### src/tcce_pkg.sv
package tcce_pkg;

    // default geometry limits and tab width
    localparam int DEF_MAX_COLUMNS = 256;
    localparam int DEF_MAX_ROWS    = 128;
    localparam int DEF_TAB_SPACES  = 4;
    localparam int DEF_QUEUE_DEPTH = 4;

    // results per item
    localparam int RESULT_LIMIT = 8;
    localparam int CNT_W        = 4;
    // repeat count of one op (tab width up to 15)
    localparam int REPS_W       = 4;

    // reset values of the config registers
    localparam logic [8:0]  COLUMNS_RESET = 9'd80;
    localparam logic [7:0]  ROWS_RESET    = 8'd25;
    localparam logic [23:0] FORE_RESET    = 24'hFFFFFF;
    localparam logic [23:0] BACK_RESET    = 24'h000000;

    // config register indexes
    localparam logic [1:0] CFG_COLUMNS = 2'd0;
    localparam logic [1:0] CFG_ROWS    = 2'd1;
    localparam logic [1:0] CFG_FORE    = 2'd2;
    localparam logic [1:0] CFG_BACK    = 2'd3;

    // character codes
    localparam logic [7:0] CH_BS    = 8'h08;
    localparam logic [7:0] CH_TAB   = 8'h09;
    localparam logic [7:0] CH_LF    = 8'h0A;
    localparam logic [7:0] CH_VT    = 8'h0B;
    localparam logic [7:0] CH_FF    = 8'h0C;
    localparam logic [7:0] CH_CR    = 8'h0D;
    localparam logic [7:0] CH_SPACE = 8'h20;
    localparam logic [7:0] CH_TILDE = 8'h7E;

    typedef enum logic [1:0] {
        CMD_DRAW         = 2'd0,
        CMD_CLEAR_CELL   = 2'd1,
        CMD_SCROLL       = 2'd2,
        CMD_CLEAR_SCREEN = 2'd3
    } t_cmd;

    typedef enum logic [2:0] {
        OP_PRINT     = 3'd0,
        OP_NEWLINE   = 3'd1,
        OP_BACKSPACE = 3'd2,
        OP_RETURN    = 3'd3,
        OP_FORMFEED  = 3'd4,
        OP_SETCUR    = 3'd5
    } t_op;

    typedef enum logic {
        BK_DRAW   = 1'b0,
        BK_SCROLL = 1'b1
    } t_back_state;

    // one classified op in the queue
    typedef struct packed {
        t_op               op;
        logic [REPS_W-1:0] reps;
        logic [6:0]        glyph;
        logic [7:0]        col;
        logic [6:0]        row;
    } t_op_entry;

    typedef struct packed {
        logic not_empty;
        logic full;
    } t_q_status;

    typedef struct packed {
        t_cmd        command;
        logic [7:0]  col;
        logic [6:0]  row;
        logic [6:0]  glyph;
        logic [23:0] colour;
        logic        last;
    } t_result;

endpackage

### src/tcce_front.sv
module tcce_front
    import tcce_pkg::*;
#(
    parameter int TAB_SPACES = DEF_TAB_SPACES
) (
    input  logic       i_valid,
    output logic       o_stall,
    input  logic       i_kind,
    input  logic [7:0] i_char_code,
    input  logic [7:0] i_new_column,
    input  logic [6:0] i_new_row,
    input  t_q_status  i_q_status,
    output logic       o_push,
    output t_op_entry  o_entry
);

    logic keep;

    // decode one beat into a queue op; codes with no effect are dropped here
    always_comb begin
        keep          = 1'b1;
        o_entry.op    = OP_PRINT;
        o_entry.reps  = REPS_W'(1);
        o_entry.glyph = i_char_code[6:0];
        o_entry.col   = i_new_column;
        o_entry.row   = i_new_row;
        if (i_kind) begin
            o_entry.op = OP_SETCUR;
        end else begin
            unique case (i_char_code) inside
                CH_LF, CH_VT: begin
                    o_entry.op = OP_NEWLINE;
                end
                CH_BS: begin
                    o_entry.op = OP_BACKSPACE;
                end
                CH_CR: begin
                    o_entry.op = OP_RETURN;
                end
                CH_FF: begin
                    o_entry.op = OP_FORMFEED;
                end
                CH_TAB: begin
                    o_entry.op    = OP_PRINT;
                    o_entry.reps  = REPS_W'(TAB_SPACES);
                    o_entry.glyph = CH_SPACE[6:0];
                end
                [CH_SPACE:CH_TILDE]: begin
                    o_entry.op = OP_PRINT;
                end
                default: begin
                    keep = 1'b0;
                end
            endcase
        end
    end

    assign o_stall = i_q_status.full;
    assign o_push  = i_valid && !i_q_status.full && keep;

endmodule

### src/tcce_queue.sv
module tcce_queue
    import tcce_pkg::*;
#(
    parameter int DEPTH = DEF_QUEUE_DEPTH
) (
    input  logic      i_clk,
    input  logic      i_rst_n,
    input  logic      i_push,
    input  t_op_entry i_entry,
    input  logic      i_pop,
    output t_op_entry o_head,
    output t_q_status o_status
);

    localparam int PTR_W = (DEPTH > 1) ? $clog2(DEPTH) : 1;
    localparam int CNT_QW = $clog2(DEPTH + 1);

    t_op_entry         r_mem [DEPTH];
    logic [PTR_W-1:0]  r_wr_ptr;
    logic [PTR_W-1:0]  r_rd_ptr;
    logic [CNT_QW-1:0] r_count;
    logic              do_push;
    logic              do_pop;

    assign o_status.not_empty = (r_count != '0);
    assign o_status.full      = (r_count == CNT_QW'(DEPTH));
    assign do_push            = i_push && !o_status.full;
    assign do_pop             = i_pop && o_status.not_empty;
    assign o_head             = r_mem[r_rd_ptr];

    always_ff @(posedge i_clk) begin
        if (do_push) begin
            r_mem[r_wr_ptr] <= i_entry;
        end
    end

    always_ff @(posedge i_clk) begin
        if (!i_rst_n) begin
            r_wr_ptr <= '0;
            r_rd_ptr <= '0;
            r_count  <= '0;
        end else begin
            if (do_push) begin
                r_wr_ptr <= (r_wr_ptr == PTR_W'(DEPTH - 1)) ? '0 : r_wr_ptr + 1'b1;
            end
            if (do_pop) begin
                r_rd_ptr <= (r_rd_ptr == PTR_W'(DEPTH - 1)) ? '0 : r_rd_ptr + 1'b1;
            end
            if (do_push && !do_pop) begin
                r_count <= r_count + 1'b1;
            end else if (do_pop && !do_push) begin
                r_count <= r_count - 1'b1;
            end
        end
    end

endmodule

### src/tcce_back.sv
module tcce_back
    import tcce_pkg::*;
#(
    parameter int MAX_COLUMNS = DEF_MAX_COLUMNS,
    parameter int MAX_ROWS    = DEF_MAX_ROWS
) (
    input  logic        i_clk,
    input  logic        i_rst_n,
    input  t_op_entry   i_head,
    input  t_q_status   i_q_status,
    output logic        o_pop,
    input  logic        i_cfg_valid,
    output logic        o_cfg_ready,
    input  logic [1:0]  i_cfg_index,
    input  logic [23:0] i_cfg_data,
    output logic        o_valid,
    input  logic        i_stall,
    output t_result     o_result
);

    localparam logic [8:0] COL_MAX = 9'(MAX_COLUMNS);
    localparam logic [7:0] ROW_MAX = 8'(MAX_ROWS);

    t_back_state       r_state;
    t_back_state       n_state;
    logic [7:0]        r_col;
    logic [7:0]        n_col;
    logic [6:0]        r_row;
    logic [6:0]        n_row;
    logic [REPS_W-1:0] r_step;
    logic [REPS_W-1:0] n_step;
    logic [CNT_W-1:0]  r_cnt;
    logic [CNT_W-1:0]  n_cnt;
    logic [8:0]        r_columns;
    logic [7:0]        r_rows;
    logic [23:0]       r_fore;
    logic [23:0]       r_back;
    logic              r_valid;
    t_result           r_result;
    t_result           n_result;

    logic       can_emit;
    logic       emit_ok;
    logic       last_space;
    logic [8:0] col_inc;
    logic [7:0] row_inc;
    logic       wrap;
    logic       row_over;
    logic       scroll_due;
    logic [7:0] col_lim;
    logic [6:0] row_lim;
    logic       fire;
    logic       emit;
    logic       done;
    logic       cfg_wr;
    logic [8:0] cfg_cols;
    logic [7:0] cfg_rows;
    logic [7:0] cfg_col_lim;
    logic [6:0] cfg_row_lim;

    assign can_emit   = !r_valid || !i_stall;
    assign emit_ok    = (r_cnt < CNT_W'(RESULT_LIMIT));
    assign last_space = (r_step == i_head.reps - 1'b1);
    assign col_inc    = {1'b0, r_col} + 9'd1;
    assign row_inc    = {1'b0, r_row} + 8'd1;
    assign wrap       = (col_inc >= r_columns);
    assign row_over   = (row_inc >= r_rows);
    assign scroll_due = wrap && row_over;
    assign col_lim    = 8'(r_columns - 9'd1);
    assign row_lim    = 7'(r_rows - 8'd1);

    // step control: when the head op advances, whether it emits, when it retires
    always_comb begin
        fire = 1'b0;
        emit = 1'b0;
        done = 1'b0;
        unique case (i_head.op)
            OP_SETCUR, OP_RETURN: begin
                fire = 1'b1;
                done = 1'b1;
            end
            OP_FORMFEED, OP_BACKSPACE: begin
                fire = can_emit;
                emit = 1'b1;
                done = 1'b1;
            end
            OP_NEWLINE: begin
                fire = !row_over || can_emit;
                emit = row_over;
                done = 1'b1;
            end
            OP_PRINT: begin
                fire = !emit_ok || can_emit;
                emit = emit_ok;
                done = (r_state == BK_SCROLL) ? last_space : (last_space && !scroll_due);
            end
            default: begin
                fire = 1'b1;
                done = 1'b1;
            end
        endcase
        fire = fire && i_q_status.not_empty;
        emit = emit && fire;
        done = done && fire;
    end

    // next state
    always_comb begin
        n_state = r_state;
        if (fire && i_head.op == OP_PRINT) begin
            unique case (r_state)
                BK_DRAW: begin
                    if (scroll_due && !last_space) begin
                        n_state = BK_SCROLL;
                    end else if (scroll_due) begin
                        n_state = BK_SCROLL;
                    end
                end
                BK_SCROLL: begin
                    n_state = BK_DRAW;
                end
                default: begin
                    n_state = BK_DRAW;
                end
            endcase
        end
    end

    // cursor update and result payload for the head op
    always_comb begin
        n_col             = r_col;
        n_row             = r_row;
        n_step            = r_step;
        n_result.command  = CMD_DRAW;
        n_result.col      = '0;
        n_result.row      = '0;
        n_result.glyph    = '0;
        n_result.colour   = r_back;
        n_result.last     = 1'b1;
        unique case (i_head.op)
            OP_SETCUR: begin
                n_col = (i_head.col > col_lim) ? col_lim : i_head.col;
                n_row = (i_head.row > row_lim) ? row_lim : i_head.row;
            end
            OP_RETURN: begin
                n_col = '0;
            end
            OP_FORMFEED: begin
                n_result.command = CMD_CLEAR_SCREEN;
                n_col            = '0;
                n_row            = '0;
            end
            OP_NEWLINE: begin
                n_col            = '0;
                n_result.command = CMD_SCROLL;
                n_row            = row_over ? row_lim : row_inc[6:0];
            end
            OP_BACKSPACE: begin
                if (r_col == '0) begin
                    if (r_row != '0) begin
                        n_row = r_row - 1'b1;
                        n_col = col_lim;
                    end
                end else begin
                    n_col = r_col - 1'b1;
                end
                n_result.command = CMD_CLEAR_CELL;
                n_result.col     = n_col;
                n_result.row     = n_row;
            end
            OP_PRINT: begin
                if (r_state == BK_DRAW) begin
                    n_result.command = CMD_DRAW;
                    n_result.col     = r_col;
                    n_result.row     = r_row;
                    n_result.glyph   = i_head.glyph;
                    n_result.colour  = r_fore;
                    n_result.last    = (r_cnt == CNT_W'(RESULT_LIMIT - 1)) ||
                                       (last_space && !scroll_due);
                    if (wrap) begin
                        n_col = '0;
                        if (!row_over) begin
                            n_row = row_inc[6:0];
                        end
                    end else begin
                        n_col = col_inc[7:0];
                    end
                    if (!scroll_due) begin
                        n_step = r_step + 1'b1;
                    end
                end else begin
                    n_result.command = CMD_SCROLL;
                    n_result.last    = (r_cnt == CNT_W'(RESULT_LIMIT - 1)) || last_space;
                    n_row            = row_lim;
                    n_step           = r_step + 1'b1;
                end
            end
            default: begin
                n_col = r_col;
            end
        endcase
        if (done) begin
            n_step = '0;
        end
        n_cnt = done ? '0 : (emit ? r_cnt + 1'b1 : r_cnt);
    end

    // config write saturation and cursor clamp
    always_comb begin
        cfg_cols = i_cfg_data[8:0];
        cfg_rows = i_cfg_data[7:0];
        if (cfg_cols == '0) begin
            cfg_cols = 9'd1;
        end else if (cfg_cols > COL_MAX) begin
            cfg_cols = COL_MAX;
        end
        if (cfg_rows == '0) begin
            cfg_rows = 8'd1;
        end else if (cfg_rows > ROW_MAX) begin
            cfg_rows = ROW_MAX;
        end
        cfg_col_lim = 8'(cfg_cols - 9'd1);
        cfg_row_lim = 7'(cfg_rows - 8'd1);
    end

    assign o_cfg_ready = 1'b1;
    assign cfg_wr      = i_cfg_valid && o_cfg_ready;

    always_ff @(posedge i_clk) begin
        if (!i_rst_n) begin
            r_state   <= BK_DRAW;
            r_col     <= '0;
            r_row     <= '0;
            r_step    <= '0;
            r_cnt     <= '0;
            r_columns <= COLUMNS_RESET;
            r_rows    <= ROWS_RESET;
            r_fore    <= FORE_RESET;
            r_back    <= BACK_RESET;
            r_valid   <= 1'b0;
        end else begin
            if (cfg_wr) begin
                unique case (i_cfg_index)
                    CFG_COLUMNS: begin
                        r_columns <= cfg_cols;
                        if (r_col > cfg_col_lim) begin
                            r_col <= cfg_col_lim;
                        end
                    end
                    CFG_ROWS: begin
                        r_rows <= cfg_rows;
                        if (r_row > cfg_row_lim) begin
                            r_row <= cfg_row_lim;
                        end
                    end
                    CFG_FORE: begin
                        r_fore <= i_cfg_data;
                    end
                    CFG_BACK: begin
                        r_back <= i_cfg_data;
                    end
                    default: begin
                        r_fore <= r_fore;
                    end
                endcase
            end else if (fire) begin
                r_col <= n_col;
                r_row <= n_row;
            end
            if (fire) begin
                r_state <= n_state;
                r_step  <= n_step;
                r_cnt   <= n_cnt;
            end
            if (emit) begin
                r_valid <= 1'b1;
            end else if (!i_stall) begin
                r_valid <= 1'b0;
            end
        end
    end

    always_ff @(posedge i_clk) begin
        if (emit) begin
            r_result <= n_result;
        end
    end

    assign o_pop    = done;
    assign o_valid  = r_valid;
    assign o_result = r_result;

endmodule

### src/text_console_cursor_engine.sv
// Character-cell console cursor engine.
// Input channel (i_valid / o_stall): one beat is a character to print
// (i_kind = 0) or a set-cursor request (i_kind = 1). A beat is taken when
// i_valid is high and o_stall is low; o_stall rises only when the op queue
// between decode and execute is full.
// Output channel (o_valid / i_stall): one drawing command per beat, o_last
// marks the final command of an input. A stalled command holds steady.
// Config channel (i_cfg_valid / o_cfg_ready): o_cfg_ready is always high;
// index 0 columns, 1 rows, 2 fore colour, 3 back colour. Write only while idle.
// An accepted beat passes through the op queue, and its command is then
// registered in the output register. The executor retires one step per
// cycle while the op queue holds an op and no output stall holds it; a
// print that wraps past the bottom row takes a draw step and a scroll step.
// Throughput is one command per cycle while the receiver keeps i_stall low.
// Reset (i_rst_n low, synchronous): cursor to 0,0, geometry 80 x 25,
// fore white, back black, queue and output register emptied.
module text_console_cursor_engine
    import tcce_pkg::*;
#(
    parameter int MAX_COLUMNS = DEF_MAX_COLUMNS,
    parameter int MAX_ROWS    = DEF_MAX_ROWS,
    parameter int TAB_SPACES  = DEF_TAB_SPACES,
    parameter int Q_DEPTH     = DEF_QUEUE_DEPTH
) (
    input  logic        i_clk,
    input  logic        i_rst_n,
    // item input
    input  logic        i_valid,
    output logic        o_stall,
    input  logic        i_kind,
    input  logic [7:0]  i_char_code,
    input  logic [7:0]  i_new_column,
    input  logic [6:0]  i_new_row,
    // config writes
    input  logic        i_cfg_valid,
    output logic        o_cfg_ready,
    input  logic [1:0]  i_cfg_index,
    input  logic [23:0] i_cfg_data,
    // command output
    output logic        o_valid,
    input  logic        i_stall,
    output logic [1:0]  o_command,
    output logic [7:0]  o_cell_column,
    output logic [6:0]  o_cell_row,
    output logic [6:0]  o_glyph,
    output logic [23:0] o_colour,
    output logic        o_last
);

    t_q_status q_status;
    t_op_entry push_entry;
    t_op_entry head;
    logic      push;
    logic      pop;
    t_result   result;

    // decode: classify the beat, drop codes that do nothing
    tcce_front #(
        .TAB_SPACES (TAB_SPACES)
    ) u_front (
        .i_valid      (i_valid),
        .o_stall      (o_stall),
        .i_kind       (i_kind),
        .i_char_code  (i_char_code),
        .i_new_column (i_new_column),
        .i_new_row    (i_new_row),
        .i_q_status   (q_status),
        .o_push       (push),
        .o_entry      (push_entry)
    );

    // short op queue decouples decode from execute
    tcce_queue #(
        .DEPTH (Q_DEPTH)
    ) u_queue (
        .i_clk    (i_clk),
        .i_rst_n  (i_rst_n),
        .i_push   (push),
        .i_entry  (push_entry),
        .i_pop    (pop),
        .o_head   (head),
        .o_status (q_status)
    );

    // execute: cursor, geometry and colours, one step per cycle unless stalled
    tcce_back #(
        .MAX_COLUMNS (MAX_COLUMNS),
        .MAX_ROWS    (MAX_ROWS)
    ) u_back (
        .i_clk       (i_clk),
        .i_rst_n     (i_rst_n),
        .i_head      (head),
        .i_q_status  (q_status),
        .o_pop       (pop),
        .i_cfg_valid (i_cfg_valid),
        .o_cfg_ready (o_cfg_ready),
        .i_cfg_index (i_cfg_index),
        .i_cfg_data  (i_cfg_data),
        .o_valid     (o_valid),
        .i_stall     (i_stall),
        .o_result    (result)
    );

    assign o_command     = result.command;
    assign o_cell_column = result.col;
    assign o_cell_row    = result.row;
    assign o_glyph       = result.glyph;
    assign o_colour      = result.colour;
    assign o_last        = result.last;

endmodule

### config.mk
export PLATFORM = sky130hd
export DESIGN_NAME = text_console_cursor_engine
export DESIGN_NICKNAME = d
export VERILOG_FILES = /design/src/tcce_pkg.sv /design/src/tcce_front.sv /design/src/tcce_queue.sv /design/src/tcce_back.sv /design/src/text_console_cursor_engine.sv
export SDC_FILE = /design/constraint.sdc
export NUM_CORES = 1
export LEC_CHECK = 0
export BUFFER_PORTS_ARGS = -buffer_cell sky130_fd_sc_hd__buf_4
export CORE_MARGIN = 3
export CORE_UTILIZATION = 60
export DETAILED_ROUTE_END_ITERATION = 16
export GPL_TIMING_DRIVEN = 0
export PLACE_DENSITY = 0.87
export SYNTH_ARGS = -nofsm -noshare
export SYNTH_HDL_FRONTEND = slang
export SYNTH_SLANG_ARGS = --single-unit
### constraint.sdc
create_clock -name i_clk -period 5.42 [get_ports i_clk]
set_input_delay 0 -clock i_clk [delete_from_list [all_inputs] [get_ports i_clk]]
set_output_delay 0 -clock i_clk [all_outputs]
set_load 0.01 [all_outputs]
==> Yosys cells after proc, flatten, opt, wreduce, memory -nomap -nowiden <==
Memories as Yosys holds them, arrays and structs flattened. A register that Yosys moved wholly into a read port is not among the register bits.
Index checks and enable logic that the tools add are counted.
{ "op_classes": {"n_div": 0, "n_mul": 0, "muxes": 61, "addsub": 15, "n_reduce_logical": 55, "n_shift": 0, "magnitude_cmp": 11, "n_eq_ne": 28, "n_bitwise": 2} }
{ "op_table": {"columns": ["cell", "count"], "rows": [
  ["$mux W8", 11],
  ["$mux W7", 11],
  ["$eq A8 B4 Y1 const B", 6],
  ["$mux W46", 1],
  ["$pmux W7 S5", 1],
  ["$pmux W8 S4", 1],
  ["$pmux W15 S2", 1],
  ["$mux W25", 1],
  ["$mux W4", 6],
  ["$sub A8 B1 Y8 const B", 3],
  ["$sub A7 B1 Y7 const B", 3],
  ["$mux W9", 2],
  ["$gt A8 B8 Y1", 2],
  ["$logic_not A8 Y1", 2],
  ["$gt A7 B7 Y1", 2],
  ["$logic_and A1 B1 Y1", 14],
  ["$pmux W3 S4", 1],
  ["$reduce_and A2 Y1", 6],
  ["$mux W1", 11],
  ["$mux W11", 1],
  ["$mux W10", 1],
  ["$mux W2", 5],
  ["$ne A2 B1 Y1 const B", 5],
  ["$add A8 B1 Y9 const B", 1],
  ["45 further kinds", 74]
]} }
{ "word_totals": {"romBits": 0, "mem_count": 1, "elab_cells": 192, "output_inout_bits": 52, "latch_bits": 0, "ram_bits": 116, "regBits": 146, "input_bits": 55} }
{ "memory_table": {"columns": ["memory", "words", "width", "rd", "rd_clocked_by_memory_dff", "write_ports", "line_no", "rtl"], "rows": [
  ["u_queue.r_mem", 4, 29, 1, 1, 1, "tcce_queue.sv:18", "t_op_entry r_mem [DEPTH];"]
]} }

==> Logic depth before layout (Yosys ltp) <==
Gate-level depths: netlist (run 1).
{ "depth": {"ltp_word": 12, "depth_mapped": 18} }

==> Hierarchy <==
A second synthesis (run 1) with hierarchy kept.
{ "hier_totals": {"cells_unflattened": 1224, "hier_area_um2": 13441.6} }
{ "modules_own_cells": {"columns": ["module", "cells_per_inst", "seq_area_each_um2", "instances", "area_per_inst_um2"], "rows": [
  ["tcce_back", 974, 3273.1, 1, 8425.6],
  ["tcce_queue", 202, 3663.5, 1, 4669.5],
  ["tcce_front", 48, 0.0, 1, 346.6]
]} }

==> Least setup slack after synthesis (run 1) <==
No wires, ideal clock.
{ "synth_path": {"path_kind": "register -> register", "from": "register u_back.r_row[2]", "to": "register u_back.r_result, in the netlist u_back.o_result[0] (enable)", "period_less_slack_ns": 4.056, "arrival_time_ns": 3.650, "setup_slack_ns": 1.364, "required_time_ns": 5.014, "stages_incl_launch_ff": 12, "cell_sequence": "dfxtp_1 -> clkbuf_1 -> nand3_1 -> nor3_1 -> xor2_1 -> ha_1 -> and3_1 -> a221oi_1 -> a21oi_1 -> o22ai_4 -> o21ai_1 -> inv_1"} }
{ "synth_between": {"elab_chain_len": 7, "elab_cells_between_ends": 8, "cone_classes": "add/sub: 1; order compare: 1; mux: 2; reduce/logical: 4"} }
{ "synth_rtl": {"columns": ["item", "line_no", "rtl"], "rows": [
  ["start: declaration", "tcce_back.sv:28", "logic [6:0] r_row;"],
  ["start signal: assignment", "tcce_back.sv:253", "r_row <= cfg_row_lim;"],
  ["start signal: assignment", "tcce_back.sv:268", "r_row <= n_row;"],
  ["$add A7 B1 Y8 (*)", "tcce_back.sv:65", "assign row_inc = {1'b0, r_row} + 8'd1;"],
  ["$ge A8 B8 Y1 (*)", "tcce_back.sv:67", "assign row_over = (row_inc >= r_rows);"],
  ["$logic_not A1 Y1", "tcce_back.sv:88", "fire = !row_over || can_emit;"],
  ["$logic_or A1 B1 Y1", "tcce_back.sv:88", null],
  ["$pmux W1 S3", "tcce_back.sv:77", "unique case (i_head.op)"],
  ["$logic_and A1 B1 Y1", "tcce_back.sv:102", "fire = fire && i_q_status.not_empty;"],
  ["$logic_and A1 B1 Y1 (*)", "tcce_back.sv:103", "emit = emit && fire;"],
  ["net u_back.emit", "tcce_back.sv:53", "logic emit;"],
  ["end signal: assignment", "tcce_back.sv:285", "r_result <= n_result;"],
  ["end: declaration", "tcce_back.sv:39", "t_result r_result;"]
]} }
The timed path passes the listed nets; every way through them passes the cells marked *.
A chain may end at the register's enable or synchronous reset.

==> reports/qor.yml, run 1 <==
status: "finished clean"
wl_mm: 33.7
endpoint_kind: "flip-flop"
dieArea_um2: 23300
drv_cap: 0
clock_sinks: 256
top_usage_layer: "met2"
cts_buffers: 27
cp_max_fo: 10
arrival_ns: 4.94
regArea_um2: 6700
worst_slew_pin_slew_ns: 0.963
fmaxAchievable_mhz: 224
postRouteAntennaNets: 0
place_congestion: 0.948
cp-start-kind: "flip-flop"
critPathKind: "reg -> reg"
finalClockSkew_ns: 0.0157
cts_root_buffer: "clkbuf_16"
drv_slew: 0
ys_types: 77
grtUsageMet3_pct: 3.89
ir_drop_v: 0.000312
htreeDepth: 1
hold_viol: 0
multi_input_area_um2: 5670
syn_to_final_growth_pct: 19.7
final_nets: 1525
die_h_um: 152
rsz0062_at_grt: "false"
fin_crit_ns: 4.47
portBuffers: 98
drtPass1Iterations: 5
vias_per_cell: 6.19
leakage_uw: 0.00608
hpwl_mm: 22.8
grt_max_degree: 40
met2_usage_pct: 46.6
wl_per_cell_um: 19.9
grt_pass1_vias: 10100
crit_required_ns: 5.88
grt_util_all_layers_pct: 28.1
cts_tree: "built"
async_flop_share_pct: 0
synth_cells: 1227
ios: 107
drtIter0Drc: 1008
power_density_nw_per_um2: 484
final.setup.worst_slack_ns: 0.946
finalCritPeriodShare_pct: 82.5
setup_viol_count_final: 0
yosys_register_bits: 256
synth_flop_cell: "edfxtp_1"
fillCellCount: 1369
syn_avg_cell_area_um2: 10.5
drc: 0
place_ws_ns: 0.881
grt_pass1_wl_mm: 53.3
antenna_found_initial: 0
seq_area_frac_synth_pct: 52.0
clk_latency_ns: 0.54
synth_area_um2: 12900
grt_overflow: 0
start_util_pct: 62.4
hp-class: "in -> reg"
clk_transition_reported_paths_ns: 0.07
drive_above_1_share_pct: 14.9
grt_use_met1_pct: 38.1
core_um2: 20600
synth_edf_count: 157
die_x_um: 152
fin_tns_setup_ns: 0
routed-via-count: 10500
slew_headroom_pct: 35.1
synth_nets: 1347
cts_max_path_buffers: 3
fp-row-count: 52
yosys_warnings: 0
==> synthesized netlist by cell type, types with 12 or more instances <==
cell / count / share of area, %
nand2_1: 226 / 6.6
edfxtp_1: 157 / 37
dfxtp_1: 99 / 15
a21oi_1: 80 / 3.1
ha_1: 64 / 6.2
clkbuf_1: 62 / 1.8
nor2_1: 62 / 1.8
nand3_1: 50 / 1.9
inv_1: 49 / 1.4
o21ai_0: 32 / 1.2
xnor2_1: 29 / 2.0
mux4_2: 24 / 4.2
nor3_1: 21 / 0.82
mux2i_1: 18 / 1.4
a211oi_1: 15 / 0.87
a21o_1: 15 / 0.87
a221oi_1: 14 / 0.95
xor2_1: 13 / 0.88
and2_1: 12 / 0.58
==> stage by stage <==
step / instance area [um2] / hold slack [ns] / cells / total power (uW) / utilization (%)
6_report: 15400 / 0.0210 / 1698 / 7450 / 74.7
5_1_grt: 15400 / 0.0640 / 1696 / 7830 / 74.7
4_1_cts: 15400 / 0.00296 / 1696 / 7410 / 74.7
3_5_place_dp: 14000 / 0.202 / 1596 / 5460 / 67.7
3_3_place_gp: 13900 / 0.200 / 1595 / 5360 / 67.6
2_1_floorplan: 12900 / 0.0989 / 1227 / 4520 / -
==> power by group <==
part	internal [uW]	leakage [uW]	switching (uW)
registers	2470	0.00226	150
logic	1150	0.00336	1760
clock network	1140	0.000460	785
total	4760	0.00608	2690
==> sequential cells by signal (all words and copies together), names as in the netlist, 7 cells and up, named ones only <==
signal	cells
u_back.r_rows	8
u_back.r_fore	24
u_back.r_columns	9
u_queue.r_mem	108
u_back.r_row	7
u_back.r_col	8
u_back.r_back	24
u_back.o_result	49
==> placed cells by master, fill, tap and decap left out, types with 24 or more instances in the layout <==
master         instances
clkbuf_1              65
edfxtp_1             157
a21oi_1               80
mux4_2                24
ha_1                  64
dfxtp_1               99
o21ai_0               32
buf_4                 99
nand2_1              226
nand3_1               50
xnor2_1               29
clkbuf_16             27
inv_1                 48
nor2_1                62
dlygate4sd3_1         50
==> critical path, cell delays in order, from the launching register on <==
cell     delay, ns
dfxtp_1       0.36
buf_6         0.20
buf_2         0.34
buf_1         0.70
mux4_2        0.60
inv_1         0.08
ha_1          0.23
xnor2_1       0.13
o31ai_1       0.46
nand3_2       0.22
ha_1          0.28
inv_1         0.07
fa_1          0.18
xor2_1        0.08
or3_1         0.31
a21oi_1       0.14
==> area by class of cell <==
type                            instances  area share (%)
Clock buffer                           32            4.64
Multi-Input combinational cell        845            36.8
Sequential cell                       256            43.5
Timing Repair Buffer                  149            8.15
Clock inverter                         18            1.39
Antenna cell                            2          0.0325
Inverter                               50            1.22
Tap cell                              270            2.19
Buffer                                 76            2.09
==> per-layer routing <==
| metal | routed length (um) | up-vias |
|---|---|---|
| met5 | 0 | - |
| met4 | 1220 | 0 |
| met3 | 2840 | 101 |
| met2 | 16300 | 607 |
| met1 | 13400 | 4991 |
| li1 | - | 4815 |
==> kinds of logic (layout without fill, tap and decap cells) <==
group                      after synthesis  after routing  synth area share [%]
other                                    1              3                0.0291
xor gates and xnor gates                42             42                  2.86
buffers and inverters                  126            325                  3.96
AOI/OAI and AO/OA                      229            229                  11.8
adders and majority gates               65             65                  6.38
and+or+nand+nor                        460            460                  16.7
muxes                                   48             48                  6.24
DFF                                    256            256                  52.0
==> worst paths after layout <==
kind / startpoint / to / slack (ns) / cells after the start
min reg2reg: u_back.r_back[20]$_SDFFE_PN0P_ / u_back.r_back[20]$_SDFFE_PN0P_ / 0.46 / 2
max: flip-flop / u_queue.r_count[2]$_SDFFE_PN0P_ / 0.95 / 15
max reg2reg: flip-flop / u_queue.r_count[2]$_SDFFE_PN0P_ / 0.95 / 15
min: i_cfg_data[6] / u_back.r_back[6]$_SDFFE_PN0P_ / 0.02 / 4
==> repair_timing <==
action                     CTS  global route
hold endpoints to repair   150             0
gates resized for setup      0             0
hold buffers                50             0
setup buffers                0             0
setup endpoints to repair    0             0
No activity file was read; power rests on OpenSTA's default activity.
==> run 2: changes to the inputs <==
- ABC_AREA: not set -> 1
- CORE_UTILIZATION: 60 -> 55
- PLACE_DENSITY: 0.87 -> 0.84
- clock period: 5.42 -> 3.6 ns (I/O delays scaled with it)
==> run 2 against run 1 <==
Synthesized cell count up 38%. Clock skew down 0.0069 ns. Maximum frequency up 28%. Combinational power up 110%. Critical path type unchanged. Critical endpoint is now u_back.o_result[35]$_DFFE_PP_. Largest cell class unchanged. Highest routed layer unchanged.
==> reports/qor.yml, run 2 <==
syn_to_final_growth_pct: 22.2
whs_ns: 0.0483
largest_register_ffs: 108
cp_max_fo: 26
grt_pass1_wl_mm: 62.6
yosys_warnings: 0
yosys_register_bits: 256
seq_area_frac_synth_pct: 48.5
yosys-top-cells-area: "edfxtp_1 (34%), dfxtp_1 (14%), nand2_1 (11%), ha_1 (5.8%), nor2_1 (5.3%)"
n_antenna_cell: 0
synth_commonest_cells: "nand2_1 (414), nor2_1 (194), inv_1 (177)"
place_ws_ns: -0.854
final_common_cell: "nand2_1"
power_density_nw_per_um2: 790
fin_crit_ns: 3.50
htreeDepth: 1
start_util_pct: 56.4
synth_area_um2: 13800
clk_transition_reported_paths_ns: 0.06
dieArea_um2: 27000
cts_max_path_buffers: 3
critPathKind: "reg -> reg"
slew_headroom_pct: 35.9
drv_cap: 0
cts_tree: "built"
hold_viol: 0
synth_flop_cell: "edfxtp_1"
die_h_um: 164
routed-via-count: 12800
synth_compound_area_share_pct: 10.8
finalClockSkew_ns: 0.00876
synth_edf_count: 157
grt_pass1_vias: 12000
drtIter0Drc: 1405
p_total_uw: 13300
drive_above_1_share_pct: 13.9
yosysMostFrequentCell: "nand2_1"
pwr-share-clk_pct: 21.8
final_nets: 2017
hpwl_mm: 27.7
wl_mm: 40.3
combPwrFrac_pct: 46.6
utilization_pct: 68.9
status: "finished clean"
finalCritPeriodShare_pct: 97.2
ir_drop_v: 0.000654
antenna_found_initial: 0
worst_slew_pin_slew_ns: 0.950
synth-adder-area-share_pct: 5.95
rsz0062_at_grt: "true"
ios: 107
drv_slew: 0
grt_max_degree: 28
switching_share_pct: 41.8
yosys.area_share.simple_pct: 25.9
core_um2: 24500
synth.mux.area_fraction_pct: 0
async_flop_share_pct: 0
layout_common_cells: "nand2_1 (410), nor2_1 (187), inv_1 (175)"
clock_sinks: 256
crit_required_ns: 3.68
wl_per_cell_um: 18.0
postRouteAntennaNets: 0
fillCellCount: 1825
vias_per_cell: 5.70
placed_cells: 2119
ys_types: 50
yosysTopAreaCellShare_pct: 34.2
setup_viol_count_final: 0
p_int_uw: 7750
p_sw_uw: 5580
grt_util_all_layers_pct: 29.3
clk_latency_ns: 0.54
place_congestion: 0.973
synth_cells: 1691
portBuffers: 104
yosys.area_share.xor_xnor_pct: 1.40
synth_top_cell_by_area: "edfxtp_1"
arrival_ns: 3.58
seq_power_share_pct: 31.5
synth_nets: 1811
drtPass1Iterations: 7
grt_overflow: 0
hp-class: "in -> reg"
final.setup.worst_slack_ns: 0.102
cts_root_buffer: "clkbuf_16"
drc: 0
endpoint_kind: "flip-flop"
syn_avg_cell_area_um2: 8.16
die_x_um: 164
fin_cells: 2241
fp-row-count: 57
cp-start-kind: "flip-flop"
cts_buffers: 27
synth_top_family_by_area: "simple AND/OR/NAND/NOR gates"
largest_register: "u_queue.r_mem"
leakage_uw: 0.00739
fmaxAchievable_mhz: 286
-- run 2: changes by cell type in the layout (fill, tap and decap cells not counted), moves of 14 or more --
cell and delta:
nor2_1 +125, clkbuf_1 -28, xnor2_1 -24, mux2i_1 -18, nand2_1 +184, o21ai_0 +105, buf_4 +22, mux4_2 -24
a221oi_1 -14, nor3_1 -16, nand3_1 +92, inv_1 +127, a211oi_1 -14
-- run 2: power by group through the flow --
stage | registers (uW) | clock network, uW | logic (uW)
after floorplan | 4290 | 0 | 3710
after global placement | 4200 | 0 | 5530
after detailed placement | 4210 | 0 | 5690
after CTS | 4170 | 2910 | 5940
after global routing | 4250 | 3040 | 6830
final | 4200 | 2910 | 6220
-- run 2: final cells by class --
| class | count | area (um2) | share of cell area (%) |
|---|---|---|---|
| plain buffers | 64 | 329 | 1.95 |
| clock buffers | 38 | 787 | 4.67 |
| well taps | 324 | 405 | 2.40 |
| inverters | 184 | 703 | 4.17 |
| repair buffers | 180 | 1510 | 8.96 |
| clock inverters | 11 | 144 | 0.853 |
| repair inverters | 2 | 15.0 | 0.0890 |
| flip-flops and latches | 256 | 6720 | 39.9 |
| multi-input cells | 1182 | 6250 | 37.1 |
-- run 2: what timing repair did --
item | 4_1_cts | 5_1_grt
buffers inserted | 6 | 8
setup endpoints to repair | 54 | 69
pin swaps | 6 | 10
gates cloned | 2 | 0
hold buffers | 62 | 0
resized for setup | 24 | 41
hold endpoints to repair | 168 | 0
-- run 2: logic make-up (layout without fill, tap and decap cells) --
group	after synthesis	in the layout
other	1	1
XOR/XNOR	22	22
AND/OR/NAND/NOR	818	818
AO/OA/AOI/OAI	276	276
flip-flops	256	256
adder cells (fa/ha/maj)	65	65
buffers and inverters	253	479
-- run 2: final timing paths --
check | startpoint | endpoint | slack, ns | depth (start not counted)
hold reg to reg | u_back.r_back[17]$_SDFFE_PN0P_ | u_back.r_back[17]$_SDFFE_PN0P_ | 0.45 | 2
setup reg to reg | u_back.r_row[1]$_SDFFE_PN0P_ | u_back.o_result[35]$_DFFE_PP_ | 0.10 | 17
setup / recovery | u_back.r_row[1]$_SDFFE_PN0P_ | u_back.o_result[35]$_DFFE_PP_ | 0.10 | 17
hold / removal | i_rst_n | u_back.r_col[0]$_SDFFE_PN0P_ | 0.05 | 4
-- run 2: through the flow --
| stage | setup TNS [ns] | instance area (um2) |
|---|---|---|
| 5_1_grt | -0.278 | 16900 |
| 6_report | 0 | 16900 |
| 2_1_floorplan | 0 | 13800 |
| 3_3_place_gp | -80.70 | 15000 |
| 4_1_cts | 0 | 16700 |
| 3_5_place_dp | -44.47 | 15000 |
-- run 2: worst max-delay path, cell delays in order, from the launching register on --
cell        delay [ns]
dfxtp_4           0.36
ha_4              0.17
nand3_4           0.10
nor2_4            0.04
buf_4             0.13
nand3_1           0.08
and2_4            0.15
inv_1             0.04
ha_1              0.27
nand2_2           0.09
nor2_4            0.16
nand4_1           0.14
nand3_4           0.12
nand2_1           0.09
nand2_2           0.09
nand2_4           0.07
nand3_2           0.27
clkinvlp_4        0.64
-- run 2: metal layers --
metal | track usage [%] | vias up | wire length [um]
met5 | 0 | - | 0
met4 | 8.73 | 0 | 1280
met3 | 4.36 | 108 | 3600
met2 | 49.6 | 652 | 19300
met1 | 39.1 | 5992 | 16100
li1 | - | 6026 | -
==> run 3: changes to the inputs <==
- CTS_CLUSTER_DIAMETER: not set -> 60
- SYNTH_HIERARCHICAL: not set -> 1
==> run 3 against run 2 <==
Die area increased by 4.0%. Largest cell class unchanged. Core utilization about the same. Clock power rose by 9.3%.
==> reports/qor.yml, run 3 <==
status: "finished clean"
arrival_ns: 3.93
largest_register: "u_queue/r_mem"
r2r-end: "u_queue/r_count[2]$_SDFFE_PN0P_"
grt_pass1_wl_mm: 63.6
slowest_delay_ns: 0.37
drive_above_1_share_pct: 18.9
path_common_cell: "inv_1"
finalClockSkew_ns: 0.0178
drc: 0
hpwl_mm: 27.6
cts_tree: "built"
yosys_register_bits: 264
vias_per_cell: 5.70
htreeDepth: 1
final_common_cell: "nand2_1"
endpoint_kind: "flip-flop"
crit_required_ns: 4.05
yosys-top-cells-area: "edfxtp_1 (34%), dfxtp_1 (14%), nand2_1 (9.9%), o21ai_0 (5.7%), ha_1 (5.6%)"
fin_area_um2: 17600
p_total_uw: 13700
min-delay-start: "i_new_column[1]"
setup_viol_count_final: 0
cts_max_path_buffers: 3
largest_register_ffs: 116
grt_pass1_vias: 12500
final_nets: 2017
postRouteAntennaNets: 0
reg2reg_depth: 23
cts_root_buffer: "clkbuf_16"
cts_buffers: 29
clk_transition_reported_paths_ns: 0.06
cpMaxStageDelayCell: "dfxtp_4"
dieArea_um2: 28100
synth_area_um2: 14400
n_antenna_cell: 0
wl_mm: 40.7
yosysMostFrequentCell: "nand2_1"
critPathKind: "reg -> reg"
async_flop_share_pct: 0
fp-row-count: 58
synth_edf_count: 165
antenna_found_initial: 0
cp_max_fo: 6
ys_types: 49
synth_cells: 1696
r2r_slack_ns: 0.13
wl_per_cell_um: 18.1
synth_flop_cell: "edfxtp_1"
fin_tns_setup_ns: 0
core_um2: 25500
leakage_uw: 0.00757
worst_slew_pin_slew_ns: 1.03
drv_cap: 0
portBuffers: 89
layout_common_cells: "nand2_1 (372), inv_1 (169), nor2_1 (167)"
hp-class: "in -> reg"
fin_crit_ns: 3.47
syn_avg_cell_area_um2: 8.48
r2r-start: "u_back/r_col[0]$_SDFFE_PN0P_"
drtIter0Drc: 1343
ios: 107
ir_drop_v: 0.000719
placed_area_um2: 15500
grt_util_all_layers_pct: 27.9
grt_overflow: 0
clk_latency_ns: 0.56
routed-via-count: 12800
seq_area_frac_synth_pct: 48.2
min_path_cells: 2
hold_path_end: "u_queue/r_mem[2][8]$_DFFE_PP_"
place_congestion: 0.967
slew_headroom_pct: 30.9
syn_to_final_growth_pct: 22.0
fmaxAchievable_mhz: 288
hold_viol: 0
start_util_pct: 56.5
drv_slew: 0
synth_top_cell_by_area: "edfxtp_1"
clock_sinks: 264
utilization_pct: 68.9
grt_max_degree: 37
drtPass1Iterations: 5
yosysTopAreaCellShare_pct: 34.4
finalCritPeriodShare_pct: 96.4
die_x_um: 168
synth_commonest_cells: "nand2_1 (381), nor2_1 (178), inv_1 (173)"
yosys_warnings: 6
die_h_um: 168
power_density_nw_per_um2: 780
cp-start-kind: "flip-flop"
cp_cell_sequence: "buf_4 -> inv_1 -> ha_1 -> ha_1 -> nand2_1 -> nor2_1 -> nand3b_1 -> nand4_1 -> inv_2 -> nor2_4 -> inv_1 -> nand2_2 -> nor2_4 -> nand2_2 -> ha_4 -> inv_2 -> fa_2 -> inv_1 -> nand2_1 -> nand3_1 -> nand2_1 -> inv_1 -> nor2_1"
[run 3: changes by cell type after synthesis, moves of 9 or more]
cell,delta
clkbuf_1,-15
nand2_1,-33
nor2_1,-16
nand3_1,-34
o22ai_2,+19
nor2_2,+16
nor2_4,+24
o21ai_0,+24
a21oi_1,-9
buf_4,+16
[run 3: area by class of cell]
| cell class | instances | area, um2 |
|---|---|---|
| fillers | 1893 | 7920 |
| multi-input cells | 1167 | 6500 |
| clock buffers | 32 | 737 |
| plain buffers | 74 | 453 |
| repair buffers | 170 | 1460 |
| well taps | 330 | 413 |
| clock inverters | 22 | 294 |
| flip-flops and latches | 264 | 6970 |
| inverters | 191 | 732 |
[run 3: repair_timing]
action / CTS / global route
pin swaps: 8 / 19
setup endpoints to repair: 39 / 38
hold endpoints to repair: 183 / 0
gates resized for setup: 25 / 48
hold buffers: 58 / 0
buffers inserted: 7 / 14
[run 3: metrics by stage]
step / hold slack [ns] / worst slack [ns] / std cells
after CTS: 0.175 / 0.0120 / 2236
final: 0.188 / 0.128 / 2250
after global placement: 0.200 / -1.19 / 2116
after global routing: 0.200 / -0.0690 / 2250
after floorplan: 0.113 / 0.134 / 1697
after detailed placement: 0.206 / -0.607 / 2118
[run 3: how the worst max path moves through the flow]
stage                                  from                          endpoint  slack [ns]  cells past startpoint
6_report       u_back/r_col[0]$_SDFFE_PN0P_   u_queue/r_count[2]$_SDFFE_PN0P_        0.13                     23
5_1_grt        u_back/r_col[5]$_SDFFE_PN0P_   u_queue/r_count[1]$_SDFFE_PN0P_       -0.07                     20
4_1_cts        u_back/r_row[0]$_SDFFE_PN0P_   u_queue/r_count[2]$_SDFFE_PN0P_        0.01                     27
3_5_place_dp   u_back/r_col[5]$_SDFFE_PN0P_   u_queue/r_count[2]$_SDFFE_PN0P_       -0.61                     25
3_3_place_gp   u_back/r_row[0]$_SDFFE_PN0P_     u_back/o_result[34]$_DFFE_PP_       -1.19                     16
2_1_floorplan  u_back/r_row[0]$_SDFFE_PN0P_  u_back/o_result[0]$_SDFFCE_PN1P_        0.13                     16
[run 3: logic make-up (layout without fill, tap and decap cells)]
family,count (synthesis),count (layout),share of synthesized area [%]
compound gates,298,298,11.8
xor+xnor,25,25,1.52
fa+ha+maj,65,65,5.71
buf+inv,266,489,8.13
flops,264,264,48.2
other cells,2,3,0.0522
simple gates,776,776,24.5
[run 3: critical path: cells and delay by family (launching register included)]
family | cells | cell delay [ns]
adder cells (fa/ha/maj) | 4 | 1.16
flip-flops | 1 | 0.37
AND/OR/NAND/NOR | 12 | 1.12
buffers and inverters | 7 | 0.70
[run 3: power by group]
part / switching, uW / internal (uW) / leakage, uW
Sequential: 368 / 3970 / 0.00234
Clock: 1250 / 1930 / 0.000498
Combinational: 3920 / 2240 / 0.00473
[run 3: metal layers]
layer / part of all wire, % / up-vias / track usage, %
met3: 7.8 / 133 / 4.11
met1: 38 / 6034 / 34.1
met4: 4.8 / 0 / 12.6
met2: 50 / 620 / 49.0
li1: - / 6033 / -
met5: 0 / - / 0
